===== src/design/sursel_pkg.sv =====
`default_nettype none

package sursel_pkg;

  // Defaults for the top-level parameters
  localparam int unsigned NUM_CONTROLS_DEF = 8;
  localparam int unsigned FRAC_BITS_DEF    = 16;

  // Fixed field widths
  localparam int unsigned NUM_FRAC_PORTS = 8;
  localparam int unsigned SIZE_W         = 16;
  localparam int unsigned FRAC_W         = 17;
  localparam int unsigned CNT_W          = 4;
  localparam int unsigned IDX_W          = 3;
  localparam int unsigned RES_W          = 48;
  localparam int unsigned CFG_IDX_W      = 2;
  localparam int unsigned CFG_DATA_W     = 17;

  typedef logic signed [RES_W-1:0] res_t;

  typedef enum logic [CFG_IDX_W-1:0] {
    CFG_USE_VANISHING = 2'd0,
    CFG_ZERO_TOL      = 2'd1,
    CFG_CTRL_COUNT    = 2'd2
  } cfg_idx_e;

  // Per-beat strobes from the sequencer to every lane
  typedef struct packed {
    logic mul;
    logic add;
    logic clr;
    logic sub;
  } lane_ctrl_t;

  // Outcome of the selection stage
  typedef struct packed {
    logic             found;
    logic [IDX_W-1:0] idx;
  } sel_res_t;

endpackage

`default_nettype wire


===== src/design/sursel_lane.sv =====
`default_nettype none

module sursel_lane import sursel_pkg::*; #(
  parameter int unsigned FRAC_BITS = FRAC_BITS_DEF
) (
  input  wire logic              clk_i,
  input  wire logic              rst_ni,
  input  wire lane_ctrl_t        ctrl_i,
  input  wire logic [SIZE_W-1:0] size_i,
  input  wire logic [FRAC_W-1:0] frac_i,
  input  wire logic              win_i,
  output res_t                   residual_o
);

  localparam int unsigned PROD_W = SIZE_W + FRAC_W;
  localparam int unsigned DEC_W  = SIZE_W + FRAC_BITS;

  // Clamp a one-bit-wider result to the residual range
  function automatic res_t sat_res(input logic [RES_W:0] v);
    res_t r;
    if (v[RES_W] != v[RES_W-1]) begin
      r = v[RES_W] ? {1'b1, {(RES_W-1){1'b0}}} : {1'b0, {(RES_W-1){1'b1}}};
    end else begin
      r = v[RES_W-1:0];
    end
    return r;
  endfunction

  logic [PROD_W-1:0] prod_q;
  res_t              residual_q, residual_d;
  res_t              base;
  logic [RES_W:0]    sum, diff;
  logic [DEC_W-1:0]  decr;

  always_ff @(posedge clk_i) begin
    if (ctrl_i.mul) begin
      prod_q <= PROD_W'(size_i) * PROD_W'(frac_i);
    end
  end

  always_comb begin
    base       = ctrl_i.clr ? '0 : residual_q;
    sum        = {base[RES_W-1], base} + (RES_W+1)'(prod_q);
    decr       = {size_i, {FRAC_BITS{1'b0}}};
    diff       = {residual_q[RES_W-1], residual_q} - (RES_W+1)'(decr);
    residual_d = residual_q;
    if (ctrl_i.add) begin
      residual_d = sat_res(sum);
    end else if (ctrl_i.sub && win_i) begin
      residual_d = sat_res(diff);
    end
  end

  always_ff @(posedge clk_i or negedge rst_ni) begin
    if (!rst_ni) begin
      residual_q <= '0;
    end else begin
      residual_q <= residual_d;
    end
  end

  assign residual_o = residual_q;

endmodule

`default_nettype wire


===== config.mk =====
export PLATFORM = sky130hd
export DESIGN_NAME = sursel_lane
export DESIGN_NICKNAME = d
export VERILOG_FILES = /design/src/design/sursel_pkg.sv /design/src/design/sursel_lane.sv
export SDC_FILE = /design/constraint.sdc
export NUM_CORES = 1
export LEC_CHECK = 0
export BUFFER_PORTS_ARGS = -buffer_cell sky130_fd_sc_hd__buf_2
export CAP_MARGIN = 10
export CORE_MARGIN = 1.5
export CORE_UTILIZATION = 60
export CTS_CLUSTER_DIAMETER = 30
export CTS_CLUSTER_SIZE = 30
export DETAILED_ROUTE_END_ITERATION = 8
export PLACE_DENSITY_LB_ADDON = 0.12
export SLEW_MARGIN = 0
export SYNTH_ARGS = -nofsm -noshare
export SYNTH_HDL_FRONTEND = slang
export SYNTH_SLANG_ARGS = --single-unit

===== constraint.sdc =====
create_clock -name clk_i -period 9.43 [get_ports clk_i]
set_input_delay 1.886 -clock clk_i [delete_from_list [all_inputs] [get_ports clk_i]]
set_output_delay 1.886 -clock clk_i [all_outputs]
set_load 0.05 [all_outputs]

==> impl_metrics.py <==
metrics = {
    "outcome": {
        "run_status": "complete, no violations",
    },
    "layout": {
        "stdcell_area_sq_mm": 0.0167,
        "syn_to_final_growth_pct": 5.44,
        "fin_nets": 2272,
        "utilization_pct": 64.1,
        "num_antenna_cells": 0,
        "drive_gt1_share_pct": 6.78,
    },
    "floorplanning": {
        "row_count": 59,
        "die_w_um": 165,
        "ioPinCount": 88,
        "initial_utilization_pct": 60.8,
        "dieHeight_um": 165,
        "coreArea_sq_mm": 0.0260,
        "dieArea_sq_mm": 0.0273,
    },
    "job": {
        "maxCapViolCount": 0,
    },
    "yosys": {
        "synth_top_area_share_pct": 26.6,
        "synth_fa_ha_area_share_pct": 38.9,
        "yosysTopAreaCell": "fa_1",
        "synth_area_leaders": "fa_1 (27%), ha_1 (12%), dfrtp_1 (7.6%), inv_1 (6.3%), edfxtp_1 (6.3%)",
        "synth_xor_area_share_pct": 4.43,
        "synth_compound_area_share_pct": 14.3,
        "synth_edf_count": 33,
        "synth.avg_cell_area_sq_um": 8.57,
        "ys_top_cells_by_count": "inv_1 (266), nand2_1 (240), fa_1 (210), ha_1 (155), and2_1 (132)",
        "seq_area_frac_synth_pct": 13.9,
        "synth_top_family_by_area": "adder cells",
        "synth.most_common_cell": "inv_1",
        "synth_cell_types": 77,
        "ys_dominant_reg_cell": "dfrtp_1",
        "ys_ff_latch": 81,
        "async_flop_share_pct": 59.3,
        "synthMuxAreaShare_pct": 0.388,
        "synthCells": 1844,
        "yosys.area_share.simple_pct": 19.8,
        "yosysWarnings": 0,
        "syn_nets": 2249,
        "synth_area_sq_mm": 0.0158,
    },
    "global_route": {
        "grt_pass1_wl_um": 67400,
        "grt_start_max_net_pins": 49,
        "grt.overflow.total": 0,
        "grt_pass1_vias": 13200,
        "grt_usage_pct": 31.6,
        "antenna_found_initial": 0,
    },
    "setup_path": {
        "worstPathRequired_ps": 9530,
        "path_max_fanout": 18,
        "r2r_cells": 17,
        "r2r_end": "residual_o[19]",
        "worstSetupPathType": "input pin to flip-flop",
        "end_kind": "flip-flop",
        "crit-reg2reg-launch": "residual_o[17]",
        "cp_data_arrival_time_ps": 7940,
        "start_kind": "input pin",
        "worst-r2r-setup-slack_ps": 3650,
    },
    "detailed_routing": {
        "wl_per_cell_um": 18.7,
        "drt_iter0_drc": 1131,
        "drc": 0,
        "firstDrtPassIters": 5,
        "postRouteAntennaNets": 0,
        "totalWireLength_um": 41200,
        "vias": 13000,
        "vias_per_cell": 5.90,
    },
    "timing": {
        "rsz0062_at_grt": "no",
        "slew_headroom_pct": 21.6,
        "tightest_slew_ps": 1170,
        "post-route-period-util_pct": 83.2,
        "hold_viol_final": 0,
        "skew_ps": 10.9,
        "period_minus_slack_ps": 7840,
        "max_freq_ghz": 0.128,
        "drv_slew": 0,
        "fin_setup_tns_ps": 0,
        "setup_viol": 0,
    },
    "hold_path": {
        "whs_path_depth": 2,
        "hold_start": "residual_o[0]",
        "min_path_type": "flip-flop to flip-flop",
        "whs_endpoint": "residual_o[0]",
    },
    "clocking": {
        "clk_transition_reported_paths_ps": 60,
        "cts.sinks": 81,
        "h-tree-depth": 3,
        "clkLatencyLatePin_ps": 350,
        "postCtsResizedCells": 0,
        "cts_tree": "built",
        "cts_setup_buffers": 0,
        "cts_max_path_buffers": 2,
        "cts.hold.buffers_added": 0,
        "cts_inserted_buffers": 9,
        "cts_root_buf": "clkbuf_16",
    },
    "placed_design": {
        "dp_hpwl_um": 32100,
        "gp_congestion": 0.933,
        "placed_area_sq_mm": 0.0164,
        "port_buffers": 87,
    },
}
-- critical path, stage by stage --
cell	delay (ps)
buf_2	350
nand2_1	140
fa_1	550
inv_1	50
fa_1	500
inv_1	50
fa_1	530
inv_1	50
fa_1	450
fa_1	490
inv_1	50
fa_1	470
inv_1	40
ha_1	330
a21o_1	200
a21oi_1	310
a32o_1	230
a31oi_1	50
buf_4	180
nand4_1	110
a21oi_1	90
nor4_1	360
o41ai_1	170
a21oi_1	190
xnor2_1	90
-- cells in the final DEF, fill, tap and decap left out, types with 9 or more instances in the layout --
cell,netlist,final
inv_1,266,266
nand2_1,240,240
fa_1,210,210
ha_1,155,155
and2_1,132,132
a21oi_1,110,110
buf_2,16,87
nor2_1,75,75
o21ai_0,58,58
xnor2_1,57,57
dfrtp_1,48,48
nor2b_1,38,38
edfxtp_1,33,33
a21o_1,28,28
nor3_1,25,25
nand3_1,23,23
xor2_1,23,23
a22oi_1,20,20
nand2b_1,19,19
o21a_1,16,16
a31oi_1,14,14
o211ai_1,13,13
nand4_1,12,12
a211oi_1,11,11
nor4_1,11,11
and3_1,10,10
or3_1,10,10
clkbuf_16,0,9
-- through the flow --
| step | setup WS (ps) | cells | hold WS, ps |
|---|---|---|---|
| 3_3_place_gp | 1400 | 2191 | 478 |
| 4_1_cts | 1570 | 2207 | 519 |
| 2_1_floorplan | 1550 | 1844 | 647 |
| 5_1_grt | 1260 | 2207 | 551 |
| 3_5_place_dp | 1190 | 2191 | 502 |
| 6_report | 1590 | 2207 | 517 |
-- worst max path at each step --
stage               startpoint          to  slack (ps)  cells past startpoint
floorplan            size_i[7]  prod_q[32]        1550                     25
global placement     size_i[7]  prod_q[32]        1400                     25
detailed placement   size_i[7]  prod_q[32]        1190                     25
CTS                  size_i[7]  prod_q[32]        1570                     25
global route         size_i[1]  prod_q[32]        1260                     23
finish               size_i[7]  prod_q[32]        1590                     25
-- state kept, by name (all words and copies together), names as in the netlist --
signal      count
residual_o     48
prod_q         33
-- layer usage --
| layer | up-vias | wire length, um | track usage (%) |
|---|---|---|---|
| li1 | 6111 | - | - |
| met1 | 6388 | 18700 | 43.4 |
| met2 | 460 | 19400 | 53.1 |
| met3 | 70 | 2320 | 3.42 |
| met4 | 0 | 787 | 8.44 |
| met5 | - | 0 | 0 |
-- cell type report --
cell class                 instances  area, sq um
tap                              335          419
timing repair buffer              92          473
multi-input combinational       1417        12300
inverter                         266          998
fill                            2262         9320
clock inverter                     5         56.3
sequential                        81         2190
clock buffer                      11          233
-- logic make-up after synthesis --
group,count (synthesis)
compound gates,343
xor+xnor,80
simple gates,623
buf+inv,346
mux,6
fa+ha+maj,365
flops,81
Power is not shown: default switching activity piles up to over one toggle a cycle in this logic, so the estimate is an artifact.
