$ cat src/design/sursel_pkg.sv
`default_nettype none

package sursel_pkg;

  // Defaults for the top-level parameters
  localparam int unsigned NUM_CONTROLS_DEF = 8;
  localparam int unsigned FRAC_BITS_DEF    = 16;

  // Fixed field widths
  localparam int unsigned NUM_FRAC_PORTS = 8;
  localparam int unsigned SIZE_W         = 16;
  localparam int unsigned FRAC_W         = 17;
  localparam int unsigned CNT_W          = 4;
  localparam int unsigned IDX_W          = 3;
  localparam int unsigned RES_W          = 48;
  localparam int unsigned CFG_IDX_W      = 2;
  localparam int unsigned CFG_DATA_W     = 17;

  typedef logic signed [RES_W-1:0] res_t;

  typedef enum logic [CFG_IDX_W-1:0] {
    CFG_USE_VANISHING = 2'd0,
    CFG_ZERO_TOL      = 2'd1,
    CFG_CTRL_COUNT    = 2'd2
  } cfg_idx_e;

  // Per-beat strobes from the sequencer to every lane
  typedef struct packed {
    logic mul;
    logic add;
    logic clr;
    logic sub;
  } lane_ctrl_t;

  // Outcome of the selection stage
  typedef struct packed {
    logic             found;
    logic [IDX_W-1:0] idx;
  } sel_res_t;

endpackage

`default_nettype wire

$ cat src/design/sursel_merge.sv
`default_nettype none

module sursel_merge import sursel_pkg::*; #(
  parameter int unsigned NUM_CONTROLS = NUM_CONTROLS_DEF
) (
  input  wire logic                    clk_i,
  input  wire logic                    rst_ni,
  input  wire logic                    en_i,
  input  wire res_t                    res_i  [NUM_CONTROLS],
  input  wire logic [FRAC_W-1:0]       frac_i [NUM_CONTROLS],
  input  wire logic                    use_van_i,
  input  wire logic [FRAC_W-1:0]       tol_i,
  input  wire logic [CNT_W-1:0]        cnt_i,
  output logic [NUM_CONTROLS-1:0]      win_o,
  output sel_res_t                     sel_o
);

  logic [CNT_W-1:0]        cnt_eff;
  logic [NUM_CONTROLS-1:0] elig, win_d, win_q;
  sel_res_t                sel_d, sel_q;

  // Pairwise compares: a lane wins when it beats every eligible lower lane
  // and no eligible higher lane beats it
  always_comb begin
    cnt_eff = cnt_i;
    if (cnt_i < CNT_W'(2)) begin
      cnt_eff = CNT_W'(2);
    end else if (cnt_i > CNT_W'(NUM_CONTROLS)) begin
      cnt_eff = CNT_W'(NUM_CONTROLS);
    end
    for (int i = 0; i < NUM_CONTROLS; i++) begin
      elig[i] = (CNT_W'(i) < cnt_eff) && !(use_van_i && (frac_i[i] <= tol_i));
    end
    sel_d = '0;
    for (int i = 0; i < NUM_CONTROLS; i++) begin
      win_d[i] = elig[i];
      for (int j = 0; j < NUM_CONTROLS; j++) begin
        if (j < i) begin
          win_d[i] = win_d[i] & (!elig[j] | (res_i[i] > res_i[j]));
        end else if (j > i) begin
          win_d[i] = win_d[i] & (!elig[j] | !(res_i[j] > res_i[i]));
        end
      end
      if (win_d[i]) begin
        sel_d.idx = sel_d.idx | IDX_W'(i);
      end
    end
    sel_d.found = |win_d;
  end

  always_ff @(posedge clk_i or negedge rst_ni) begin
    if (!rst_ni) begin
      win_q <= '0;
      sel_q <= '0;
    end else if (en_i) begin
      win_q <= win_d;
      sel_q <= sel_d;
    end
  end

  assign win_o = win_q;
  assign sel_o = sel_q;

endmodule

`default_nettype wire

$ cat config.mk
export PLATFORM = sky130hd
export DESIGN_NAME = sursel_merge
export DESIGN_NICKNAME = d
export VERILOG_FILES = /design/src/design/sursel_pkg.sv /design/src/design/sursel_merge.sv
export SDC_FILE = /design/constraint.sdc
export NUM_CORES = 2
export LEC_CHECK = 0
export BUFFER_PORTS_ARGS = -buffer_cell sky130_fd_sc_hd__buf_2
export CAP_MARGIN = 20
export CORE_MARGIN = 10
export CORE_UTILIZATION = 45
export CTS_BUF_LIST = sky130_fd_sc_hd__clkbuf_8
export CTS_CLUSTER_DIAMETER = 50
export CTS_CLUSTER_SIZE = 40
export DETAILED_ROUTE_END_ITERATION = 8
export MAX_ROUTING_LAYER = met4
export PLACE_DENSITY = 0.66
export SETUP_SLACK_MARGIN = 0.5
export SLEW_MARGIN = 10
export SYNTH_ARGS = -nofsm -noshare
export SYNTH_HDL_FRONTEND = slang
export SYNTH_SLANG_ARGS = --single-unit
$ cat constraint.sdc
create_clock -name clk_i -period 1.9 [get_ports clk_i]
set_clock_uncertainty 0.2 [all_clocks]
set_input_delay 0.285 -clock clk_i [delete_from_list [all_inputs] [get_ports clk_i]]
set_output_delay 0.285 -clock clk_i [all_outputs]
set_load 0.03 [all_outputs]
==> out/qor.csv <==
stage,metric,value,unit
finish,multi-input logic area,35800,um2
floorplan,Initial Util,45.3,%
global_route,GRT overflow,0,
sta,"Hold Vio Cnt, Final",0,
setup_path,max incr delay on CP,0.59,ns
detailed_routing,Detail Route met2 WL,90.4,mm
global_route,vias in the first global route,44900,
yosys,"FFs w/ async S/R, synth",100,%
detailed_routing,WL met1,78.7,mm
yosys,Yosys cell types,82,
power_and_ir_drop,Sequential Power Share,2.5,%
power_and_ir_drop,Peak VDD IR,0.000217,V
global_route,largest net degree at the start of global routing,14,
power_and_ir_drop,P_leak,29.7,nW
detailed_routing,DRT iter0 DRCs,4431,
power_and_ir_drop,Sw Ratio,52.8,%
setup_path,CP Launch Point,res_i[367],
sta,fin crit share,194,%
yosys,Yosys reg bits,12,
detailed_routing,Routed WL,212,mm
setup_path,"Cell Chain, Critical Path","buf_2, inv_1, ha_1, nand4_1, nor3_4, buf_4, nor4b_4, a22o_1, nor3_2, mux2i_1, o211ai_1, or4b_4, nor2b_4, a41oi_2",
setup_path,Worst Reg2Reg Path Length in Cells,1,
setup_path,Crit Path Max Fanout,6,
sta,fmax,272,MHz
floorplan,die width,296,um
yosys,prevailing post-synth register cell,dfrtp_1,
yosys,synth top area cells,"ha_1 (54%), a21oi_1 (7.9%), nand4_1 (5.3%)",
global_route,initial antenna violation count,14,
placement,Buffers on Ports,556,
clock_tree,CTS Buffer Depth,2,
yosys,post-synth top area cell,ha_1,
setup_path,CP top delay family,simple AND/OR/NAND/NOR gates,
placement,DP Worst Slack,-2.47,ns
floorplan,Die Ht,296,um
setup_path,Startpoint Class,primary input,
clock_tree,CTS Sinks,12,
finish,FILL cells,5912,
power_and_ir_drop,clock group share of total power,1.8,%
clock_tree,Worst-path clk slew,0.06,ns
hold_path,Hold WC Path Type,primary input to flip-flop,
floorplan,core area,75800,um2
setup_path,CP Depth,14,
sta,setup_tns,-19.38,ns
detailed_routing,residual DRC count,0,
floorplan,floorplan row count,101,
setup_path,slowest cell on the critical path,or4b_4,
yosys,Ys Warns,0,
detailed_routing,WL/cell,28.4,um
floorplan,num ports,557,
finish,fin nets,8497,
placement,gpl congestion,1.17,
setup_path,source of the worst register-to-register timing path,win_o[7],
yosys,Mapped Area,34400,um2
status,outcome,finished with violations,
flow_run,# Max-Cap Violations,0,
clock_tree,CTS buffer count,3,
yosys,most frequent cell after synthesis,ha_1,
setup_path,Setup crit end,sel_o[3],
detailed_routing,WL met3,21.8,mm
yosys,Yosys top cell area share,53.9,%
setup_path,Critical Path RT,1.87,ns
power_and_ir_drop,logic gate share of total power,95.7,%
placement,placed insts,7313,
yosys,syn nets,6316,
placement,DP HPWL,184,mm
global_route,total track usage,46.5,%
finish,area delta synth->final,61.2,%
yosys,commonest cells in the netlist,"ha_1 (1480), a21oi_1 (542), inv_1 (408), nand2_1 (293), nand4_1 (290)",
power_and_ir_drop,switching pwr,8.42,mW
clock_tree,TritonCTS clock tree,done,
clock_tree,Clock Latency Late Sink,0.25,ns
finish,Finished Layout Cells,7467,
setup_path,WP data arrival,3.65,ns
sta,Worst-Margin Slew,0.784,ns
sta,fin. max-slew vios,0,
setup_path,"setup slack, reg-to-reg",0.84,ns
detailed_routing,Vias,46900,
floorplan,die area,87800,um2
sta,RSZ-0062 raised after global routing,true,
yosys,syn avg cell area,8.01,um2
clock_tree,Root Buffer,clkbuf_8,
power_and_ir_drop,Int Pwr,7.53,mW
sta,Slew HR,47.2,%
global_route,first-pass GRT wire length,294,mm
finish,layout cells sized above 1,41.8,%
status,violations in the final reports,negative setup slack,
setup_path,CP Class,primary input to flip-flop,
finish,Reg area,304,um2
setup_path,Setup crit end kind,flip-flop,
yosys,register area share after synthesis,0.874,%
detailed_routing,"antenna viol nets, final",0,
sta,Hold WS,0.242,ns
clock_tree,# H-tree levels,1,
yosys,Post-Synthesis Cells,4291,
yosys,Post-synth EDFFs,0,
sta,min cycle time layout,3.68,ns
power_and_ir_drop,Power Dens Cells,288,nW/um2
detailed_routing,vias per cell,6.28,
sta,endpoints failing setup,12,
detailed_routing,Pre-Repair DR Iteration Count,6,
detailed_routing,Max Used Layer,met4,
setup_path,Worst Path Buf+Inv,3,
setup_path,reg2reg end,win_o[7],
sta,worst setup margin,-1.78,ns
-- registers in the layout, indices dropped and copies added, names as in the netlist --
signal / count
win_o: 8
sel_o: 4
-- tightest hold or removal path, delay by kind of cell --
kind,cells,cell delay [ns]
AOI/OAI and AO/OA,1,0.04
buffers and inverters,1,0.17
and+or+nand+nor,1,0.15
-- what timing repair did --
action / CTS / global route
hold buffers: 1 / 0
buffers inserted: 68 / 63
endpoints found under the setup margin: 21 / 16
pin swaps: 155 / 187
gates resized for setup: 406 / 392
endpoints found under the hold margin: 12 / 0
-- cells by family (layout without fill, tap and decap cells) --
family                     count (synthesis)  in the layout  share of synthesized area, %
buffers and inverters                    411           2591                          4.49
adders and majority gates               1480           1480                          53.9
AOI/OAI and AO/OA                       1238           1238                          22.5
and+or+nand+nor                         1118           1118                          17.3
other                                      0             18                             0
DFF                                       12             12                         0.874
xor gates and xnor gates                   6              6                         0.153
muxes                                     26             26                         0.794
-- metal layers --
layer	GRT usage [%]	up-vias
met5	-	-
met4	34.4	0
met3	8.39	882
met2	71.8	2866
met1	53.6	22000
li1	-	21200
-- metrics by stage --
step / total power [mW] / util (%) / area, um2
finish: 16.0 / 73.0 / 55400
global route: 16.9 / 73.0 / 55400
CTS: 14.7 / 69.9 / 53000
detailed placement: 13.6 / 66.7 / 50600
global placement: 13.4 / 66.7 / 50600
floorplan: 6.22 / - / 35000
-- cells in the final DEF (no fill, tap or decap), types with 53 or more instances in the layout --
cell type,Yosys,final
a21o_1,212,210
a21oi_1,542,500
buf_2,0,449
buf_4,0,1538
buf_6,0,125
ha_1,1480,1358
ha_4,0,121
inv_1,408,306
inv_2,0,59
nand2_1,293,281
nand3_1,123,113
nand4_1,290,290
nor2_1,131,124
nor2b_1,54,54
o211ai_1,53,53
o21ai_0,165,128
-- worst min path at each step --
stage / to / cells past startpoint / startpoint
CTS: sel_o[1] / 3 / en_i
detailed placement: sel_o[2] / 1 / rst_ni
global route: win_o[5] / 2 / en_i
floorplan: sel_o[0] / 0 / rst_ni
finish: sel_o[1] / 3 / en_i
global placement: sel_o[2] / 1 / rst_ni
-- power groups by stage --
| stage | logic (mW) | registers (mW) | clock network [mW] |
|---|---|---|---|
| 3_3_place_gp | 13.0 | 0.394 | 0 |
| 3_5_place_dp | 13.2 | 0.393 | 0 |
| 6_report | 15.3 | 0.403 | 0.288 |
| 5_1_grt | 16.2 | 0.396 | 0.302 |
| 4_1_cts | 14.0 | 0.391 | 0.286 |
| 2_1_floorplan | 5.78 | 0.439 | 0 |
-- final cells by class --
class | count | area share (%)
clock buffer | 4 | 0.0994
tap | 978 | 2.21
antenna | 18 | 0.0813
inverter | 408 | 3.09
multi-input combinational | 3868 | 64.7
timing repair buffer | 2179 | 29.3
sequential | 12 | 0.549
Power figures use the tool's default switching activity.
